**src/hw/rtl/irts_pkg.sv**
```systemverilog
package irts_pkg;

	localparam int CFG_COUNT = 8;
	localparam int CFG_IDX_W = 4;
	localparam int DUR_W = 16;
	localparam int POS_W = 9;
	localparam int OFF_W = 8;

	localparam logic [POS_W-1:0] PASS_LEN = 9'd140;
	localparam logic [POS_W-1:0] LAST_POS = 9'd278;

	// offsets inside one pass
	localparam logic [OFF_W-1:0] OFF_HDR_SPACE = 8'd1;
	localparam logic [OFF_W-1:0] OFF_LO_START = 8'd2;
	localparam logic [OFF_W-1:0] OFF_PAD_START = 8'd66;
	localparam logic [OFF_W-1:0] OFF_END_MARK0 = 8'd72;
	localparam logic [OFF_W-1:0] OFF_FRAME_GAP = 8'd73;
	localparam logic [OFF_W-1:0] OFF_HI_START = 8'd74;
	localparam logic [OFF_W-1:0] OFF_END_MARK1 = 8'd138;
	// bias that maps the upper half's offsets onto bit numbers 32 and up
	localparam logic [OFF_W-1:0] OFF_HI_BIAS = 8'd10;
	localparam logic [2:0] PAD_VALUE = 3'b010;

	localparam logic [7:0] B3_SET = 8'h20;
	localparam logic [7:0] B4_CLR = 8'h01;
	localparam logic [7:0] B5_CLR = 8'h40;
	localparam logic [7:0] B6_SET = 8'h20;
	localparam logic [7:0] FAN_MASK = 8'h30;
	localparam logic [3:0] MODE_HEAT = 4'hC;
	localparam logic [3:0] MODE_AUTO = 4'h8;
	localparam logic [7:0] HEAT_FAN_SUB = 8'h28;
	localparam logic [7:0] HEAT_AUTO_SUB = 8'h48;
	localparam logic [7:0] COOL_FAN_SUB = 8'h20;
	localparam logic [7:0] COOL_AUTO_SUB = 8'h40;
	localparam logic [7:0] AUTO_FAN_SUM = 8'hD0;
	localparam logic [7:0] AUTO_AUTO_SUM = 8'hB0;

	typedef enum logic [2:0] {
		CFG_HDR_MARK,
		CFG_HDR_SPACE,
		CFG_BIT_MARK,
		CFG_ONE_SPACE,
		CFG_ZERO_SPACE,
		CFG_END_MARK,
		CFG_FRAME_GAP,
		CFG_REPEAT_GAP
	} cfg_idx_t;

	typedef logic [CFG_COUNT-1:0][DUR_W-1:0] cfg_regs_t;

	localparam cfg_regs_t CFG_RESET = '{
		16'd40000, 16'd20000, 16'd620, 16'd620,
		16'd1660, 16'd620, 16'd4500, 16'd9000
	};

	typedef struct packed {
		logic act;
		logic [OFF_W-1:0] off;
		logic mark;
		logic last;
		logic [63:0] word;
	} entry_req_t;

	function automatic logic [63:0] second_pass_bytes(input logic [63:0] w);
		logic [7:0] b [8];
		logic fan;
		logic [63:0] r;
		for (int i = 0; i < 8; i++) b[i] = w[i*8 +: 8];
		fan = (b[0] & FAN_MASK) != 8'h00;
		b[3] = b[3] | B3_SET;
		b[4] = b[4] & ~B4_CLR;
		b[5] = b[5] & ~B5_CLR;
		if (fan) b[6] = b[6] | B6_SET;
		if (b[0][3:0] == MODE_HEAT)
			b[7] = w[63:56] - (fan ? HEAT_FAN_SUB : HEAT_AUTO_SUB);
		else if (b[0][3:0] == MODE_AUTO)
			b[7] = fan ? AUTO_FAN_SUM : AUTO_AUTO_SUM;
		else
			b[7] = w[63:56] - (fan ? COOL_FAN_SUB : COOL_AUTO_SUB);
		for (int i = 0; i < 8; i++) r[i*8 +: 8] = b[i];
		return r;
	endfunction

endpackage

```
**src/hw/rtl/ir_remote_timing_sequencer_top.sv**
```systemverilog
// Infrared remote timing sequencer: turns an 8-byte frame into the 279
// mark/space durations of one raw transmission, one duration per item.
// Input stream s_*: s_tuser is the start flag. A start item latches s_tdata
// as the frame and yields entry 0; each following item with s_tuser low
// yields the next entry, up to entry 278, which carries m_tlast. A start
// while a transmission runs restarts it. A request while idle yields an
// item with m_tuser and m_tdata all zero.
// Output stream m_*: m_tdata is the duration in microseconds, m_tuser
// carries the valid flag and the mark flag.
// Configuration channel cfg_*: one 16-bit timing register per index 0..7,
// other indexes are ignored; write only while no item is in flight.
// Path from acceptance to the result on m_*: an input register holding
// the offset and the byte word of the pass, then the duration select into
// the output register. One item per cycle is taken; when m_tready is low
// the two registers fill and s_tready drops.
// Reset clears the position, the run flag and both stage valids and loads
// the default timings (9000/4500/620/1660/620/620/20000/40000 us).
module ir_remote_timing_sequencer_top
	import irts_pkg::*;
(
	input  logic                   clk,
	input  logic                   arst_n,
	input  logic                   s_tvalid,
	output logic                   s_tready,
	input  logic [63:0]            s_tdata,   // frame_bytes[63:0]
	input  logic [0:0]             s_tuser,   // [0] start_req
	output logic                   m_tvalid,
	input  logic                   m_tready,
	output logic [DUR_W-1:0]       m_tdata,   // duration_us[15:0]
	output logic [1:0]             m_tuser,   // [0] valid_res, [1] is_mark
	output logic                   m_tlast,
	input  logic                   cfg_valid,
	output logic                   cfg_ready,
	input  logic [CFG_IDX_W-1:0]   cfg_index,
	input  logic [DUR_W-1:0]       cfg_data
);

	cfg_regs_t cfg_q;
	logic [63:0] held_q;
	logic [POS_W-1:0] pos_q;
	logic active_q;

	logic s1_valid_q;
	entry_req_t req_s1;
	logic out_valid_q;
	logic [DUR_W-1:0] out_dur_q;
	logic [1:0] out_user_q;
	logic out_last_q;

	logic out_free;
	logic s1_adv;
	logic in_acc;
	logic start;
	logic run;
	logic [63:0] held_n;
	logic [POS_W-1:0] pos_c;
	logic second;
	logic [POS_W-1:0] off_full;
	logic [DUR_W-1:0] dur;

	assign cfg_ready = 1'b1;

	always_ff @(posedge clk or negedge arst_n) begin
		if (!arst_n) begin
			cfg_q <= CFG_RESET;
		end else if (cfg_valid && cfg_ready && (cfg_index < CFG_IDX_W'(CFG_COUNT))) begin
			cfg_q[cfg_index[2:0]] <= cfg_data;
		end
	end

	assign out_free = !out_valid_q || m_tready;
	assign s1_adv = s1_valid_q && out_free;
	assign s_tready = !s1_valid_q || out_free;
	assign in_acc = s_tvalid && s_tready;

	assign start = s_tuser[0];
	assign run = start || active_q;
	assign held_n = start ? s_tdata : held_q;
	assign pos_c = start ? '0 : pos_q;
	assign second = pos_c >= PASS_LEN;
	assign off_full = second ? (pos_c - PASS_LEN) : pos_c;

	// sequence state moves at acceptance so the next item sees it at once
	always_ff @(posedge clk or negedge arst_n) begin
		if (!arst_n) begin
			held_q <= '0;
			pos_q <= '0;
			active_q <= 1'b0;
		end else if (in_acc && run) begin
			held_q <= held_n;
			if (pos_c == LAST_POS) begin
				pos_q <= '0;
				active_q <= 1'b0;
			end else begin
				pos_q <= pos_c + 1'b1;
				active_q <= 1'b1;
			end
		end
	end

	always_ff @(posedge clk or negedge arst_n) begin
		if (!arst_n) begin
			s1_valid_q <= 1'b0;
		end else if (in_acc) begin
			s1_valid_q <= 1'b1;
		end else if (s1_adv) begin
			s1_valid_q <= 1'b0;
		end
	end

	always_ff @(posedge clk) begin
		if (in_acc) begin
			req_s1.act <= run;
			req_s1.off <= off_full[OFF_W-1:0];
			req_s1.mark <= !pos_c[0];
			req_s1.last <= pos_c == LAST_POS;
			req_s1.word <= second ? second_pass_bytes(held_n) : held_n;
		end
	end

	irts_entry u_entry (
		.req (req_s1),
		.cfg (cfg_q),
		.dur (dur)
	);

	always_ff @(posedge clk or negedge arst_n) begin
		if (!arst_n) begin
			out_valid_q <= 1'b0;
		end else if (s1_adv) begin
			out_valid_q <= 1'b1;
		end else if (m_tready) begin
			out_valid_q <= 1'b0;
		end
	end

	always_ff @(posedge clk) begin
		if (s1_adv) begin
			out_dur_q <= req_s1.act ? dur : '0;
			out_user_q <= {req_s1.act && req_s1.mark, req_s1.act};
			out_last_q <= req_s1.act && req_s1.last;
		end
	end

	assign m_tvalid = out_valid_q;
	assign m_tdata = out_dur_q;
	assign m_tuser = out_user_q;
	assign m_tlast = out_last_q;

	// the final entry sits on an even position, so it is a valid mark
	assert property (@(posedge clk) disable iff (!arst_n)
		m_tvalid && m_tlast |-> m_tuser[0] && m_tuser[1])
		else $error("last entry is not a valid mark");

	assert property (@(posedge clk) disable iff (!arst_n)
		pos_q <= LAST_POS)
		else $error("position ran past the last entry");

	assert property (@(posedge clk) disable iff (!arst_n)
		!active_q |-> pos_q == '0)
		else $error("idle with a nonzero position");

	// a full pipeline must stop taking items
	assert property (@(posedge clk) disable iff (!arst_n)
		s1_valid_q && m_tvalid && !m_tready |-> !s_tready)
		else $error("item taken while both stages are stalled");

	assert property (@(posedge clk) disable iff (!arst_n)
		in_acc && s_tuser[0] |=> active_q || (pos_q == '0 && !active_q))
		else $error("start did not leave a consistent run state");

endmodule

```
**src/hw/rtl/irts_entry.sv**
```systemverilog
module irts_entry
	import irts_pkg::*;
(
	input  entry_req_t             req,
	input  cfg_regs_t              cfg,
	output logic [DUR_W-1:0]       dur
);

	logic [OFF_W-1:0] lo_diff;
	logic [OFF_W-1:0] hi_diff;
	logic [OFF_W-1:0] pad_diff;
	logic [5:0] bit_idx;
	logic data_bit;
	logic pad_bit;
	logic [DUR_W-1:0] data_space;
	logic [DUR_W-1:0] pad_space;

	assign lo_diff = req.off - OFF_LO_START;
	assign hi_diff = req.off - OFF_HI_BIAS;
	assign pad_diff = req.off - OFF_PAD_START;

	// bytes 0-3 give bits 0..31, bytes 4-7 give 32..63
	assign bit_idx = (req.off < OFF_PAD_START) ? {1'b0, lo_diff[5:1]} : hi_diff[6:1];
	assign data_bit = req.word[bit_idx];
	assign pad_bit = PAD_VALUE[pad_diff[2:1]];
	assign data_space = data_bit ? cfg[CFG_ONE_SPACE] : cfg[CFG_ZERO_SPACE];
	assign pad_space = pad_bit ? cfg[CFG_ONE_SPACE] : cfg[CFG_ZERO_SPACE];

	always_comb begin
		priority if (req.off == '0) begin
			dur = cfg[CFG_HDR_MARK];
		end else if (req.off == OFF_HDR_SPACE) begin
			dur = cfg[CFG_HDR_SPACE];
		end else if (req.off < OFF_PAD_START) begin
			dur = req.off[0] ? data_space : cfg[CFG_BIT_MARK];
		end else if (req.off < OFF_END_MARK0) begin
			dur = req.off[0] ? pad_space : cfg[CFG_BIT_MARK];
		end else if (req.off == OFF_END_MARK0) begin
			dur = cfg[CFG_END_MARK];
		end else if (req.off == OFF_FRAME_GAP) begin
			dur = cfg[CFG_FRAME_GAP];
		end else if (req.off < OFF_END_MARK1) begin
			dur = req.off[0] ? data_space : cfg[CFG_BIT_MARK];
		end else if (req.off == OFF_END_MARK1) begin
			dur = cfg[CFG_END_MARK];
		end else begin
			dur = cfg[CFG_REPEAT_GAP];
		end
	end

endmodule
```
**config.mk**
```make
export PLATFORM = sky130hd
export DESIGN_NAME = ir_remote_timing_sequencer_top
export DESIGN_NICKNAME = d
export VERILOG_FILES = /design/src/hw/rtl/irts_pkg.sv /design/src/hw/rtl/ir_remote_timing_sequencer_top.sv /design/src/hw/rtl/irts_entry.sv
export SDC_FILE = /design/constraint.sdc
export NUM_CORES = 1
export LEC_CHECK = 0
export BUFFER_PORTS_ARGS = -buffer_cell sky130_fd_sc_hd__buf_2
export CORE_MARGIN = 2
export CORE_UTILIZATION = 49
export CTS_CLUSTER_DIAMETER = 50
export DETAILED_ROUTE_END_ITERATION = 8
export HOLD_SLACK_MARGIN = 0.15
export PLACE_DENSITY = 0.67
export SYNTH_ARGS = -nofsm -noshare
export SYNTH_HDL_FRONTEND = slang
export SYNTH_HIERARCHICAL = 1
export SYNTH_SLANG_ARGS = --single-unit
```
**constraint.sdc**
```tcl
create_clock -name clk -period 5.65 [get_ports clk]
set_clock_uncertainty 0.05 [all_clocks]
set_input_delay 0.2825 -clock clk [delete_from_list [all_inputs] [get_ports clk]]
set_output_delay 0.2825 -clock clk [all_outputs]
set_load 0.1 [all_outputs]
```
Yosys cells after proc, flatten, opt, wreduce, memory -nomap -nowiden
Index checks and enable logic that the tools add are counted.
{"block": "word_totals", "register_bits": 298, "latch_bits": 0, "mem_bits_rw": 0, "rom_bits": 0, "inputBits": 90, "output_inout_bits": 22, "elab_cells": 98, "memories": 0}
{"block": "op_classes", "add_sub_neg": 7, "multipliers": 0, "div_mod_pow": 0, "n_lt_le_gt_ge": 9, "eq_ne": 7, "n_shift": 0, "mux": 36, "bitwise": 0, "n_reduce_logical": 17}
{"operator": "2-to-1 mux 16 bit", "n": 13}
{"operator": "bitwise mux 128 bit", "n": 1}
{"operator": "2-to-1 mux 64 bit", "n": 2}
{"operator": "demux 16 bit (select 3 bit)", "n": 1}
{"operator": "2-to-1 mux 8 bit", "n": 3}
{"operator": "2-to-1 mux 7 bit", "n": 3}
{"operator": "2-to-1 mux 9 bit", "n": 2}
{"operator": "== test 8 x 7 -> 1 bit, second input constant", "n": 2}
{"operator": "less-than comparator 8 x 7 -> 1 bit, second input constant", "n": 2}
{"operator": "subtractor 8 x 7 -> 8 bit", "n": 2}
{"operator": "2-to-1 mux 6 bit", "n": 2}
{"operator": "adder 9 x 1 -> 9 bit, second input constant", "n": 1}
{"operator": "== test 9 bit, second input constant", "n": 1}
{"operator": ">= comparator 9 x 8 -> 1 bit, second input constant", "n": 1}
{"operator": "== test 4 bit, second input constant", "n": 2}
{"operator": "== test 8 x 1 -> 1 bit, second input constant", "n": 1}
{"operator": "== test 8 bit, second input constant", "n": 1}
{"operator": "logical NOT 8 bit", "n": 1}
{"operator": "less-than comparator 8 bit, second input constant", "n": 1}
{"operator": "nonzero test 8 bit", "n": 1}
{"operator": "subtractor 8 bit, second input constant", "n": 1}
{"operator": "logical AND 1 bit", "n": 7}
{"operator": "less-than comparator 6 x 7 -> 1 bit, second input constant", "n": 1}
{"operator": "2-to-1 mux 1 bit", "n": 7}
{"operator": "12 further kinds", "n": 17}

Logic depth before layout (Yosys ltp)
Gate-level depths: netlist of the first run.
{"block": "depth", "word_depth": 13, "mapped_depth": 16, "depth_no_buf": 11}

Modules after synthesis
The synthesis of the first run kept the hierarchy.
{"mod": "ir_remote_timing_sequencer_top", "n_inst": 1, "cells_per_inst": 891, "area_each_um2": 12263.0, "seq_area_each_um2": 7980.2}
{"mod": "irts_entry", "n_inst": 1, "cells_per_inst": 463, "area_each_um2": 3221.8, "seq_area_each_um2": 0.0}

Least setup slack after synthesis of the first run
OpenSTA, ideal clock, no wires.
{"block": "synth_timing", "path_type": "reg-to-reg", "start": "register out_valid_q, in the netlist m_tvalid", "end": "register req_s1[0] (netlist bit), enable pin", "setup_time_ps": 442, "arrival_time_ps": 3674, "required_time_ps": 5158, "path_slack_ps": 1485, "path_stages_with_launch": 3, "path_buffers": 0, "synth_period_minus_slack_ps": 4165, "path_cell_list": "dfrtp_1 > nand3b_1 > and2_1"}
{"block": "synth_between", "elab_chain_len": 4}
{"item": "from (decl)", "line": "ir_remote_timing_sequencer_top.sv:45", "text": "logic out_valid_q;"}
{"item": "from (signal assigned)", "line": "ir_remote_timing_sequencer_top.sv:129", "text": "out_valid_q <= 1'b0;"}
{"item": "from (signal assigned)", "line": "ir_remote_timing_sequencer_top.sv:131", "text": "out_valid_q <= 1'b1;"}
{"item": "from (signal assigned)", "line": "ir_remote_timing_sequencer_top.sv:133", "text": "out_valid_q <= 1'b0;"}
{"item": "logical NOT 1 bit", "line": "ir_remote_timing_sequencer_top.sv:71", "text": "assign out_free = !out_valid_q || m_tready;"}
{"item": "logical OR 1 bit", "line": "ir_remote_timing_sequencer_top.sv:71"}
{"item": "logical OR 1 bit", "line": "ir_remote_timing_sequencer_top.sv:73", "text": "assign s_tready = !s1_valid_q || out_free;"}
{"item": "net s_tready", "line": "ir_remote_timing_sequencer_top.sv:24", "text": "output logic s_tready,"}
{"item": "logical AND 1 bit", "line": "ir_remote_timing_sequencer_top.sv:74", "text": "assign in_acc = s_tvalid && s_tready;"}
{"item": "net in_acc", "line": "ir_remote_timing_sequencer_top.sv:52", "text": "logic in_acc;"}
{"item": "to (decl)", "line": "ir_remote_timing_sequencer_top.sv:44", "text": "entry_req_t req_s1;"}
The timed path passes the listed nets, and every way through them passes these cells.
A chain may end at the register's enable or synchronous reset.

Worst setup path after layout of the first run
{"block": "layout_timing", "start": "register req_s1[67] (netlist bit)", "end": "register out_dur_q[3], in the netlist m_tdata[3] (data pin)"}
{"block": "layout_between", "elab_chain_len": 13, "word_cells_on_any_way": 28, "classes_between": "add/sub: 3; order compare: 3; eq/ne: 4; mux: 17; reduce/logical: 1"}
{"item": "subtractor 7 x 4 -> 7 bit (tied with other cells)", "line": "irts_entry.sv:19", "text": "assign hi_diff = req.off - OFF_HI_BIAS;"}
{"item": "2-to-1 mux 6 bit", "line": "irts_entry.sv:23", "text": "assign bit_idx = (req.off < OFF_PAD_START) ? {1'b0, lo_diff[5:1]} : hi_diff[6:1];"}
{"item": "binary-select mux 1 bit (select 6 bit)", "line": "irts_entry.sv:24", "text": "assign data_bit = req.word[bit_idx];"}
{"item": "2-to-1 mux 1 bit (not written as such)", "line": "irts_entry.sv:24"}
{"item": "2-to-1 mux 16 bit", "line": "irts_entry.sv:26", "text": "assign data_space = data_bit ? cfg[CFG_ONE_SPACE] : cfg[CFG_ZERO_SPACE];"}
{"item": "2-to-1 mux 16 bit", "line": "irts_entry.sv:35, irts_entry.sv:43"}
{"item": "2-to-1 mux 16 bit", "line": "irts_entry.sv:42", "text": "end else if (req.off < OFF_END_MARK1) begin"}
{"item": "2-to-1 mux 16 bit", "line": "irts_entry.sv:40", "text": "end else if (req.off == OFF_FRAME_GAP) begin"}
{"item": "2-to-1 mux 16 bit", "line": "irts_entry.sv:38", "text": "end else if (req.off == OFF_END_MARK0) begin"}
{"item": "2-to-1 mux 16 bit", "line": "irts_entry.sv:36", "text": "end else if (req.off < OFF_END_MARK0) begin"}
{"item": "2-to-1 mux 16 bit", "line": "irts_entry.sv:34", "text": "end else if (req.off < OFF_PAD_START) begin"}
{"item": "2-to-1 mux 16 bit", "line": "irts_entry.sv:32", "text": "end else if (req.off == OFF_HDR_SPACE) begin"}
{"item": "2-to-1 mux 16 bit (*)", "line": "irts_entry.sv:30", "text": "priority if (req.off == '0) begin"}
{"item": "net dur[3]", "line": "ir_remote_timing_sequencer_top.sv:59", "text": "logic [DUR_W-1:0] dur;"}
{"item": "to (signal assigned)", "line": "ir_remote_timing_sequencer_top.sv:139", "text": "out_dur_q <= req_s1.act ? dur : '0;"}
{"item": "to (decl)", "line": "ir_remote_timing_sequencer_top.sv:46", "text": "logic [DUR_W-1:0] out_dur_q;"}
Mark *: on every way through the listed nets, which the timed path passes. The rest lies on a longest branch. The select of a mux whose other input is x is not followed.

==> impl_metrics.json, run 1 <==
{
  "status": "complete, no violations",
  "grt_pass1_vias": 11580,
  "start_util_pct": 49.45,
  "cts_setup_buffers": 0,
  "leakagePower_nw": 7.750,
  "drv_slew": 0,
  "drtAntennaViolNets": 0,
  "synth_edf_count": 94,
  "first_pass_iters": 5,
  "wl_per_cell_um": 20.37,
  "route.detailed.drc": 0,
  "final_design_area_no_fill_um2": 18490,
  "synth_fp_nets": 1458,
  "worstHoldPathType": "primary input to flop",
  "io_buffers": 110,
  "core_um2": 31310,
  "synth.most_common_cell": "nand2_1",
  "synth_top_area_share_pct": 26.18,
  "place_area_um2": 16250,
  "grt_use_total_pct": 24.28,
  "synth_area_leaders": "dfrtp_1 26%, edfxtp_1 18%, mux2_2 14%, dfstp_2 7.1%, nand2_1 5.2%",
  "syn_to_final_growth_pct": 19.38,
  "clockPowerShare_pct": 37.0,
  "drive_above_1_share_pct": 30.54,
  "antenna_found_initial": 0,
  "rsz0062_at_grt": "no",
  "die_h_um": 181.8,
  "cts_tree": "built",
  "nNetsFinal": 1625,
  "dieArea_um2": 33040,
  "async_reset_ff_share_pct": 68.46,
  "seq_area_frac_synth_pct": 51.54,
  "end_kind": "flop",
  "synth_cells": 1354,
  "synth_top_area_cell": "dfrtp_1",
  "hpwl_mm": 24.57,
  "num_vias": 11420,
  "startpoint_type": "flop",
  "ys_warn_count": 6,
  "synth_area_um2": 15480,
  "path_clk_slew_ns": 0.06,
  "cp.arrival_ns": 4.38,
  "die_w_um": 181.8,
  "ys_seq_elements": 298,
  "clock_path_buffers": 3,
  "insertion_delay_ns": 0.53,
  "cts_root_buf": "clkbuf_16",
  "worstMarginPinSlew_ns": 1.392,
  "grt_pass1_wl_mm": 63.27,
  "fin_crit_sh_pct": 73.55,
  "timing.slew.headroom_pct": 6.507,
  "placedCellCount": 1799,
  "drt_iter0_drc": 954,
  "antenna-diode-count": 0,
  "rows": 65,
  "setup_viol": 0,
  "clock.fmax_ghz": 0.2406,
  "hold_viol": 0,
  "power_switching_w": 0.002065,
  "power.internal_w": 0.005015,
  "synth-main-ff-cell": "dfrtp_1",
  "grt.overflow.total": 0,
  "maxCapViolations": 0,
  "cts.sinks": 298,
  "p_comb_share_pct": 20.6,
  "cp.required_ns": 5.87,
  "grt_max_degree": 111,
  "drt-total-wl_mm": 39.80,
  "path_class": "flop to flop",
  "powerDensity_nw_per_um2": 383.0,
  "instances_no_fill": 1954,
  "yosys-top-cells-count": "214 x nand2_1, 189 x mux2_2, 162 x dfrtp_1",
  "htree_levels": 2,
  "p_sw_share_pct": 29.17,
  "irDropWorstVdd_mv": 0.2451,
  "seq_area_um2": 7980,
  "multi_input_area_um2": 7019,
  "ios": 112,
  "seqPwrFrac_pct": 42.4,
  "finalSetupTns_ns": 0,
  "path_max_fanout": 24,
  "avgViaCountPerCell": 5.842,
  "gp_congestion": 0.8785,
  "synth_cell_types": 93,
  "avgSynthCellArea_um2": 11.44,
  "min_period_ns": 4.156,
  "cts_made_buffers": 39,
  "fill_cells": 2518
}
## cell usage in the layout, fill, tap and decap left out, types with 42 or more instances in the layout
cell type and count:
o21ai_0 45, buf_2 108, mux2_2 189, dfstp_2 42, dlygate4sd3_1 83, dfrtp_1 162
edfxtp_1 94, a21oi_1 67, mux2i_1 49, nand2_1 214, nor2_1 104
## path summary, 6_finish.rpt
path                       slack [ns]  cells past startpoint                        to                    from
setup / recovery                 1.49                     11  m_tdata[3]$_SDFFCE_PN0P_    req_s1[67]$_DFFE_PP_
hold / removal                   0.18                      3     held_q[2]$_DFFE_PN0P_              s_tdata[2]
setup reg to reg                 1.49                     11  m_tdata[3]$_SDFFCE_PN0P_    req_s1[67]$_DFFE_PP_
hold reg to reg                  0.42                      2    held_q[42]$_DFFE_PN0P_  held_q[42]$_DFFE_PN0P_
max in group asynchronous        4.12                      3     cfg_q[25]$_DFFE_PN0P_                  arst_n
min in group asynchronous        0.34                      2     cfg_q[94]$_DFFE_PN0P_                  arst_n
## metal layers
layer / up-vias / GRT usage (%) / share of wire, %
li1: 5264 / - / -
met1: 5667 / 33.77 / 44
met2: 409 / 39.91 / 47
met3: 76 / 3.329 / 6.2
met4: 0 / 7.154 / 2.5
met5: - / 0 / 0
## per-stage QoR
step | setup WS [ns] | power [W] | hold slack, ns | utilization [%]
6_report | 1.494 | 0.007081 | 0.1774 | 59.04
2_1_floorplan | 1.485 | 0.004060 | -0.06309 | -
5_1_grt | 1.323 | 0.007414 | 0.2056 | 59.04
3_3_place_gp | 1.644 | 0.004379 | 0.3635 | 51.91
3_5_place_dp | 1.544 | 0.004435 | 0.3659 | 51.91
4_1_cts | 1.508 | 0.007119 | 0.1638 | 59.04
## logic make-up after synthesis
group,share of synthesized area [%]
fa+ha+maj,1.309
simple gates,13.36
buf+inv,3.289
xor+xnor,0.2263
compound gates,10.93
flops,51.54
other cells,0.02422
mux,19.33
## final cells by class
type | count | area share (%)
well taps | 402 | 2.721
multi-input cells | 955 | 37.97
inverters | 21 | 0.4264
clock buffers | 44 | 5.659
flip-flops and latches | 298 | 43.17
clock inverters | 28 | 1.922
repair buffers | 206 | 8.129
## power by group through the flow
stage | registers, W | logic (W) | clock network [W]
floorplan | 0.00307 | 0.000989 | 0
global placement | 0.00302 | 0.00136 | 0
detailed placement | 0.00303 | 0.00140 | 0
CTS | 0.00300 | 0.00145 | 0.00267
global route | 0.00306 | 0.00159 | 0.00277
finish | 0.00300 | 0.00146 | 0.00262
## repair_timing
action / CTS / global route
hold buffers: 83 / 0
resized for setup: 0 / 0
hold endpoints to repair: 339 / 0
## state kept, by name (all words and copies together) (netlist names)
register,flops
held_q,64
s1_valid_q,1
pos_q,9
m_tdata,16
req_s1,75
active_q,1
m_tlast,1
m_tuser,2
m_tvalid,1
cfg_q,128
## critical path: stages (launching register included)
cell and delay (ns):
edfxtp_1 0.32, buf_4 0.35, inv_1 0.15, ha_1 0.72
mux4_2 0.39, a21boi_2 0.17, a2111oi_2 0.33, and4b_1 0.42
a22oi_4 0.49, mux2i_1 0.25, a21oi_1 0.08, and2_1 0.16
No activity file was read; power rests on OpenSTA's default activity.
==> run 2, diff against run 1 <==
- PLACE_DENSITY: 0.67 -> 0.7
- clock period: 5.65 -> 3.7 ns (I/O delays scaled with it)
==> impl_metrics.json, run 2 (synthesis results as in run 1) <==
{
  "status": "complete, no violations",
  "rr_worst_depth": 11,
  "finalSetupTns_ns": 0,
  "wl_per_cell_um": 19.82,
  "cts_tree": "built",
  "setup_viol": 0,
  "max_stage_delay_ns": 0.50,
  "min_path_cells": 2,
  "largest_register_ffs": 128,
  "gp_congestion": 0.8648,
  "grt_use_total_pct": 24.04,
  "dieArea_um2": 33040,
  "htree_levels": 2,
  "final_design_area_no_fill_um2": 18500,
  "ios": 112,
  "path_clk_slew_ns": 0.06,
  "drv_slew": 0,
  "rsz0062_at_grt": "no",
  "worstPathCellList": "buf_4, o41a_1, o311ai_4, and2_1, mux2i_2, a21oi_4, a22oi_4, buf_4, mux2i_1, a21oi_1, and2_1",
  "mostFrequentLayoutCells": "214 x nand2_1, 189 x mux2_2, 162 x dfrtp_1, 108 x buf_2, 104 x nor2_1",
  "final_common_cell": "nand2_1",
  "cts_root_buf": "clkbuf_16",
  "cts.sinks": 298,
  "path_delay_family": "compound AO/OA/AOI/OAI gates",
  "crit_buf_inv": 2,
  "num_vias": 11410,
  "irDropWorstVdd_mv": 0.3446,
  "drtAntennaViolNets": 0,
  "start_util_pct": 49.45,
  "startpoint_type": "flop",
  "drt_iter0_drc": 793,
  "fin_util_pct": 59.08,
  "r2r-end": "m_tdata[13]$_SDFFCE_PN0P_",
  "grt_pass1_vias": 11640,
  "drive_above_1_share_pct": 31.03,
  "worstHoldPathType": "primary input to flop",
  "pre_cts_slack_ns": 0.1014,
  "route.detailed.drc": 0,
  "clock.fmax_ghz": 0.2831,
  "min-delay-start": "s_tuser",
  "path_class": "flop to flop",
  "grt.overflow.total": 0,
  "die_w_um": 181.8,
  "fin_crit_sh_pct": 95.46,
  "worstMarginPinSlew_ns": 1.186,
  "leakagePower_nw": 7.800,
  "nNetsFinal": 1655,
  "biggestRegsByFlops": "cfg_q (128), req_s1 (75), held_q (64)",
  "drt-total-wl_mm": 39.26,
  "rows": 65,
  "clock_path_buffers": 3,
  "cpMaxStageDelayCell": "edfxtp_1",
  "whs_ns": 0.1920,
  "powerDensity_nw_per_um2": 557.4,
  "antenna-diode-count": 0,
  "cts_made_buffers": 37,
  "cp.arrival_ns": 3.75,
  "grt_max_degree": 93,
  "timing.rr.start": "req_s1[67]$_DFFE_PP_",
  "grt_pass1_wl_mm": 62.69,
  "syn_to_final_growth_pct": 19.47,
  "reg2reg_slack_ns": 0.17,
  "first_pass_iters": 5,
  "hold_viol": 0,
  "antenna_found_initial": 0,
  "cp.required_ns": 3.91,
  "min_period_ns": 3.532,
  "hpwl_mm": 25.03,
  "largest_register": "cfg_q",
  "die_h_um": 181.8,
  "timing.slew.headroom_pct": 20.93,
  "path_max_fanout": 9,
  "avgViaCountPerCell": 5.760,
  "maxCapViolations": 0,
  "insertion_delay_ns": 0.52,
  "hold_path_end": "req_s1[71]$_DFFE_PP_",
  "layout_setup_ws_ns": 0.1679,
  "end_kind": "flop",
  "place_area_um2": 16460,
  "core_um2": 31310,
  "io_buffers": 110
}
[run 2: cell types whose count changed in the layout (fill, tap and decap cells not counted), sizes merged]
| cell | before | now |
|---|---|---|
| dlygate4sd3 | 83 | 84 |
| bufinv | 6 | 2 |
| buf | 122 | 153 |
| clkinvlp | 3 | 0 |
| clkinv | 13 | 7 |
| clkbuf | 45 | 53 |
[run 2: worst max path at each step]
stage / start / to / slack (ns) / depth (start not counted)
2_1_floorplan: req_s1[67]$_DFFE_PP_ / m_tdata[1]$_SDFFCE_PN0P_ / 0.15 / 15
3_3_place_gp: req_s1[67]$_DFFE_PP_ / m_tdata[1]$_SDFFCE_PN0P_ / 0.24 / 11
3_5_place_dp: req_s1[67]$_DFFE_PP_ / m_tdata[13]$_SDFFCE_PN0P_ / 0.10 / 11
4_1_cts: req_s1[67]$_DFFE_PP_ / m_tdata[13]$_SDFFCE_PN0P_ / 0.06 / 11
5_1_grt: req_s1[67]$_DFFE_PP_ / m_tdata[0]$_SDFFCE_PN0P_ / 0.02 / 11
6_report: req_s1[67]$_DFFE_PP_ / m_tdata[13]$_SDFFCE_PN0P_ / 0.17 / 11
[run 2: timing repair]
| action | in CTS | in global routing |
|---|---|---|
| endpoints found under the hold margin | 319 | 0 |
| endpoints found under the setup margin | 0 | 11 |
| gates resized for setup | 0 | 1 |
| hold buffers | 84 | 0 |
| setup buffers | 0 | 4 |
[run 2: through the flow]
stage | power, W | instances
after CTS | 0.01037 | 1977
after global routing | 0.01081 | 1981
after global placement | 0.006727 | 1826
after floorplan | 0.006198 | 1354
final | 0.01031 | 1981
after detailed placement | 0.006825 | 1826
[run 2: cell type report]
| type | count | area, um^2 |
|---|---|---|
| Tap cell | 402 | 503.0 |
| Sequential cell | 298 | 7980 |
| Multi-Input combinational cell | 955 | 7012 |
| Clock buffer | 52 | 1012 |
| Fill cell | 2515 | 12810 |
| Clock inverter | 15 | 155.1 |
| Timing Repair Buffer | 238 | 1758 |
| Inverter | 21 | 78.83 |
[run 2: routing by layer]
metal / part of all wire (%) / vias up / GRT usage (%)
met5: 0 / - / 0
met4: 2.3 / 0 / 7.089
met3: 6.0 / 73 / 3.831
met2: 49 / 388 / 41.15
met1: 43 / 5628 / 31.65
li1: - / 5322 / -
[run 2: report_power, final]
group	leakage, nW	switching, W	internal (W)
clock network	0.573	0.00138	0.00207
logic	3.87	0.00124	0.00105
registers	3.36	0.000407	0.00416
==> run 3, diff against run 2 <==
--- a/config.mk
+++ b/config.mk
@@ -14,2 +14,3 @@
 export PLACE_DENSITY = 0.7
+export SLEW_MARGIN = 20
 export SYNTH_ARGS = -nofsm -noshare
==> constraint.sdc (replaced) <==
create_clock -name clk -period 3.7 [get_ports clk]
set_clock_uncertainty 0.05 [all_clocks]
set_input_delay 0.37 -clock clk [delete_from_list [all_inputs] [get_ports clk]]
set_output_delay 0.37 -clock clk [all_outputs]
set_load 0.02 [all_outputs]
==> impl_metrics.json, run 3 (synthesis results as in run 1) <==
{
  "clock.fmax_ghz": 0.2858,
  "fin_crit_sh_pct": 94.58,
  "status": "complete, no violations",
  "cp_common_cell": "and2_1",
  "startpoint_type": "flop",
  "first_pass_iters": 5,
  "worstMarginPinSlew_ns": 1.111,
  "grt_pass1_wl_mm": 62.92,
  "path_max_fanout": 23,
  "cp.arrival_ns": 3.72,
  "path_delay_family": "simple AND/OR/NAND/NOR gates",
  "min_path_cells": 2,
  "nNetsFinal": 1637,
  "min_period_ns": 3.499,
  "io_buffers": 110,
  "whs_ns": 0.1704,
  "irDropWorstVdd_mv": 0.2894,
  "num_vias": 11490,
  "place_area_um2": 16470,
  "largest_register_ffs": 128,
  "syn_to_final_growth_pct": 18.85,
  "hpwl_mm": 24.72,
  "finalSetupTns_ns": 0,
  "ios": 112,
  "min-delay-start": "s_tdata[44]",
  "die_h_um": 181.8,
  "rows": 65,
  "insertion_delay_ns": 0.53,
  "setup_viol": 0,
  "cts.sinks": 298,
  "start_util_pct": 49.45,
  "avgViaCountPerCell": 5.848,
  "hold_viol": 0,
  "cts_tree": "built",
  "powerDensity_nw_per_um2": 560.2,
  "clockPowerShare_pct": 35.4,
  "p_sw_share_pct": 27.83,
  "final_design_area_no_fill_um2": 18400,
  "cts_root_buf": "clkbuf_16",
  "dieArea_um2": 33040,
  "worstHoldPathType": "primary input to flop",
  "r2r-end": "m_tdata[1]$_SDFFCE_PN0P_",
  "drive_above_1_share_pct": 31.69,
  "maxCapViolations": 0,
  "final_common_cell": "nand2_1",
  "drt_iter0_drc": 880,
  "mostFrequentLayoutCells": "214 x nand2_1, 189 x mux2_2, 162 x dfrtp_1, 108 x buf_2, 104 x nor2_1",
  "timing.slew.headroom_pct": 25.92,
  "clock_path_buffers": 3,
  "rsz0062_at_grt": "no",
  "fill_cells": 2553,
  "max_stage_delay_ns": 0.45,
  "route.detailed.drc": 0,
  "timing.rr.start": "req_s1[67]$_DFFE_PP_",
  "gp_congestion": 0.8439,
  "power_switching_w": 0.002869,
  "drv_slew": 0,
  "hold_path_end": "req_s1[44]$_DFFE_PP_",
  "grt.overflow.total": 0,
  "core_um2": 31310,
  "largest_register": "cfg_q",
  "cpMaxStageDelayCell": "nor4_4",
  "cp.required_ns": 3.92,
  "die_w_um": 181.8,
  "biggestRegsByFlops": "cfg_q (128), req_s1 (75), held_q (64)",
  "cts_made_buffers": 37,
  "worstPathCellList": "buf_12, nor4_4, o2111ai_4, and2_1, a2111oi_2, and4b_2, a22oi_4, buf_4, mux2i_1, a21oi_1, and2_1",
  "rr_worst_depth": 11,
  "grt_max_degree": 106,
  "leakagePower_nw": 7.761,
  "crit_buf_inv": 2,
  "path_clk_slew_ns": 0.06,
  "drt-total-wl_mm": 39.69,
  "p_comb_share_pct": 20.3,
  "antenna_found_initial": 0,
  "grt_pass1_vias": 11490,
  "antenna-diode-count": 0,
  "htree_levels": 2,
  "power.internal_w": 0.007441,
  "seqPwrFrac_pct": 44.3,
  "end_kind": "flop",
  "path_class": "flop to flop",
  "reg2reg_slack_ns": 0.20,
  "drtAntennaViolNets": 0,
  "grt_use_total_pct": 24.07,
  "wl_per_cell_um": 20.21
}
-- run 3: cell count changes in the layout (fill, tap and decap cells not counted), moves of 2 or more --
cell,before,now
clkinv_2,3,6
clkbuf_16,37,39
buf_4,43,41
clkbuf_8,4,6
dlygate4sd3_1,84,68
clkbuf_1,12,8
inv_6,5,3
-- run 3: worst max path at each step --
stage | from | endpoint | depth (start not counted)
2_1_floorplan | req_s1[67]$_DFFE_PP_ | m_tdata[1]$_SDFFCE_PN0P_ | 15
3_3_place_gp | req_s1[67]$_DFFE_PP_ | m_tdata[8]$_SDFFCE_PN0P_ | 11
3_5_place_dp | req_s1[67]$_DFFE_PP_ | m_tdata[8]$_SDFFCE_PN0P_ | 11
4_1_cts | req_s1[67]$_DFFE_PP_ | m_tdata[1]$_SDFFCE_PN0P_ | 11
5_1_grt | req_s1[67]$_DFFE_PP_ | m_tdata[1]$_SDFFCE_PN0P_ | 11
6_report | req_s1[67]$_DFFE_PP_ | m_tdata[1]$_SDFFCE_PN0P_ | 11
-- run 3: power groups by stage --
stage	Sequential (W)	Clock [W]	Combinational (W)
final	0.00456	0.00365	0.00210
after floorplan	0.00452	0	0.00150
after CTS	0.00456	0.00371	0.00209
after global routing	0.00464	0.00384	0.00230
after detailed placement	0.00461	0	0.00202
after global placement	0.00459	0	0.00196
-- run 3: layer usage --
layer  vias to the layer above  GRT usage (%)  routed length, um
li1                       5271              -                  -
met1                      5726          32.87              17290
met2                       420          40.37              19090
met3                        68          3.450               2475
met4                         0          6.634                835
met5                         -              0                  0
-- run 3: final cells by class --
class                   instances  area (um^2)  share of cell area (%)
clock buffers                  52         1075                   5.840
flip-flops and latches        298         7980                   43.36
clock inverters                16        175.2                  0.9518
multi-input cells             955         7009                   38.09
repair buffers                220         1583                   8.600
inverters                      21        78.83                  0.4283
well taps                     402        503.0                   2.733
-- run 3: repair_timing --
item,4_1_cts,5_1_grt
setup buffers,0,0
endpoints found under the hold margin,216,1
gates resized for setup,0,2
hold buffers,67,1
endpoints found under the setup margin,0,11
-- run 3: stage by stage --
stage          util [%]  setup WS [ns]  total power (W)  std cells
2_1_floorplan         -         0.1470         0.006018       1354
3_3_place_gp      52.60         0.2345         0.006549       1828
3_5_place_dp      52.60         0.1108         0.006632       1828
4_1_cts           58.73        0.08161          0.01036       1963
5_1_grt           58.78        0.05058          0.01079       1964
6_report          58.78         0.2006          0.01031       1964
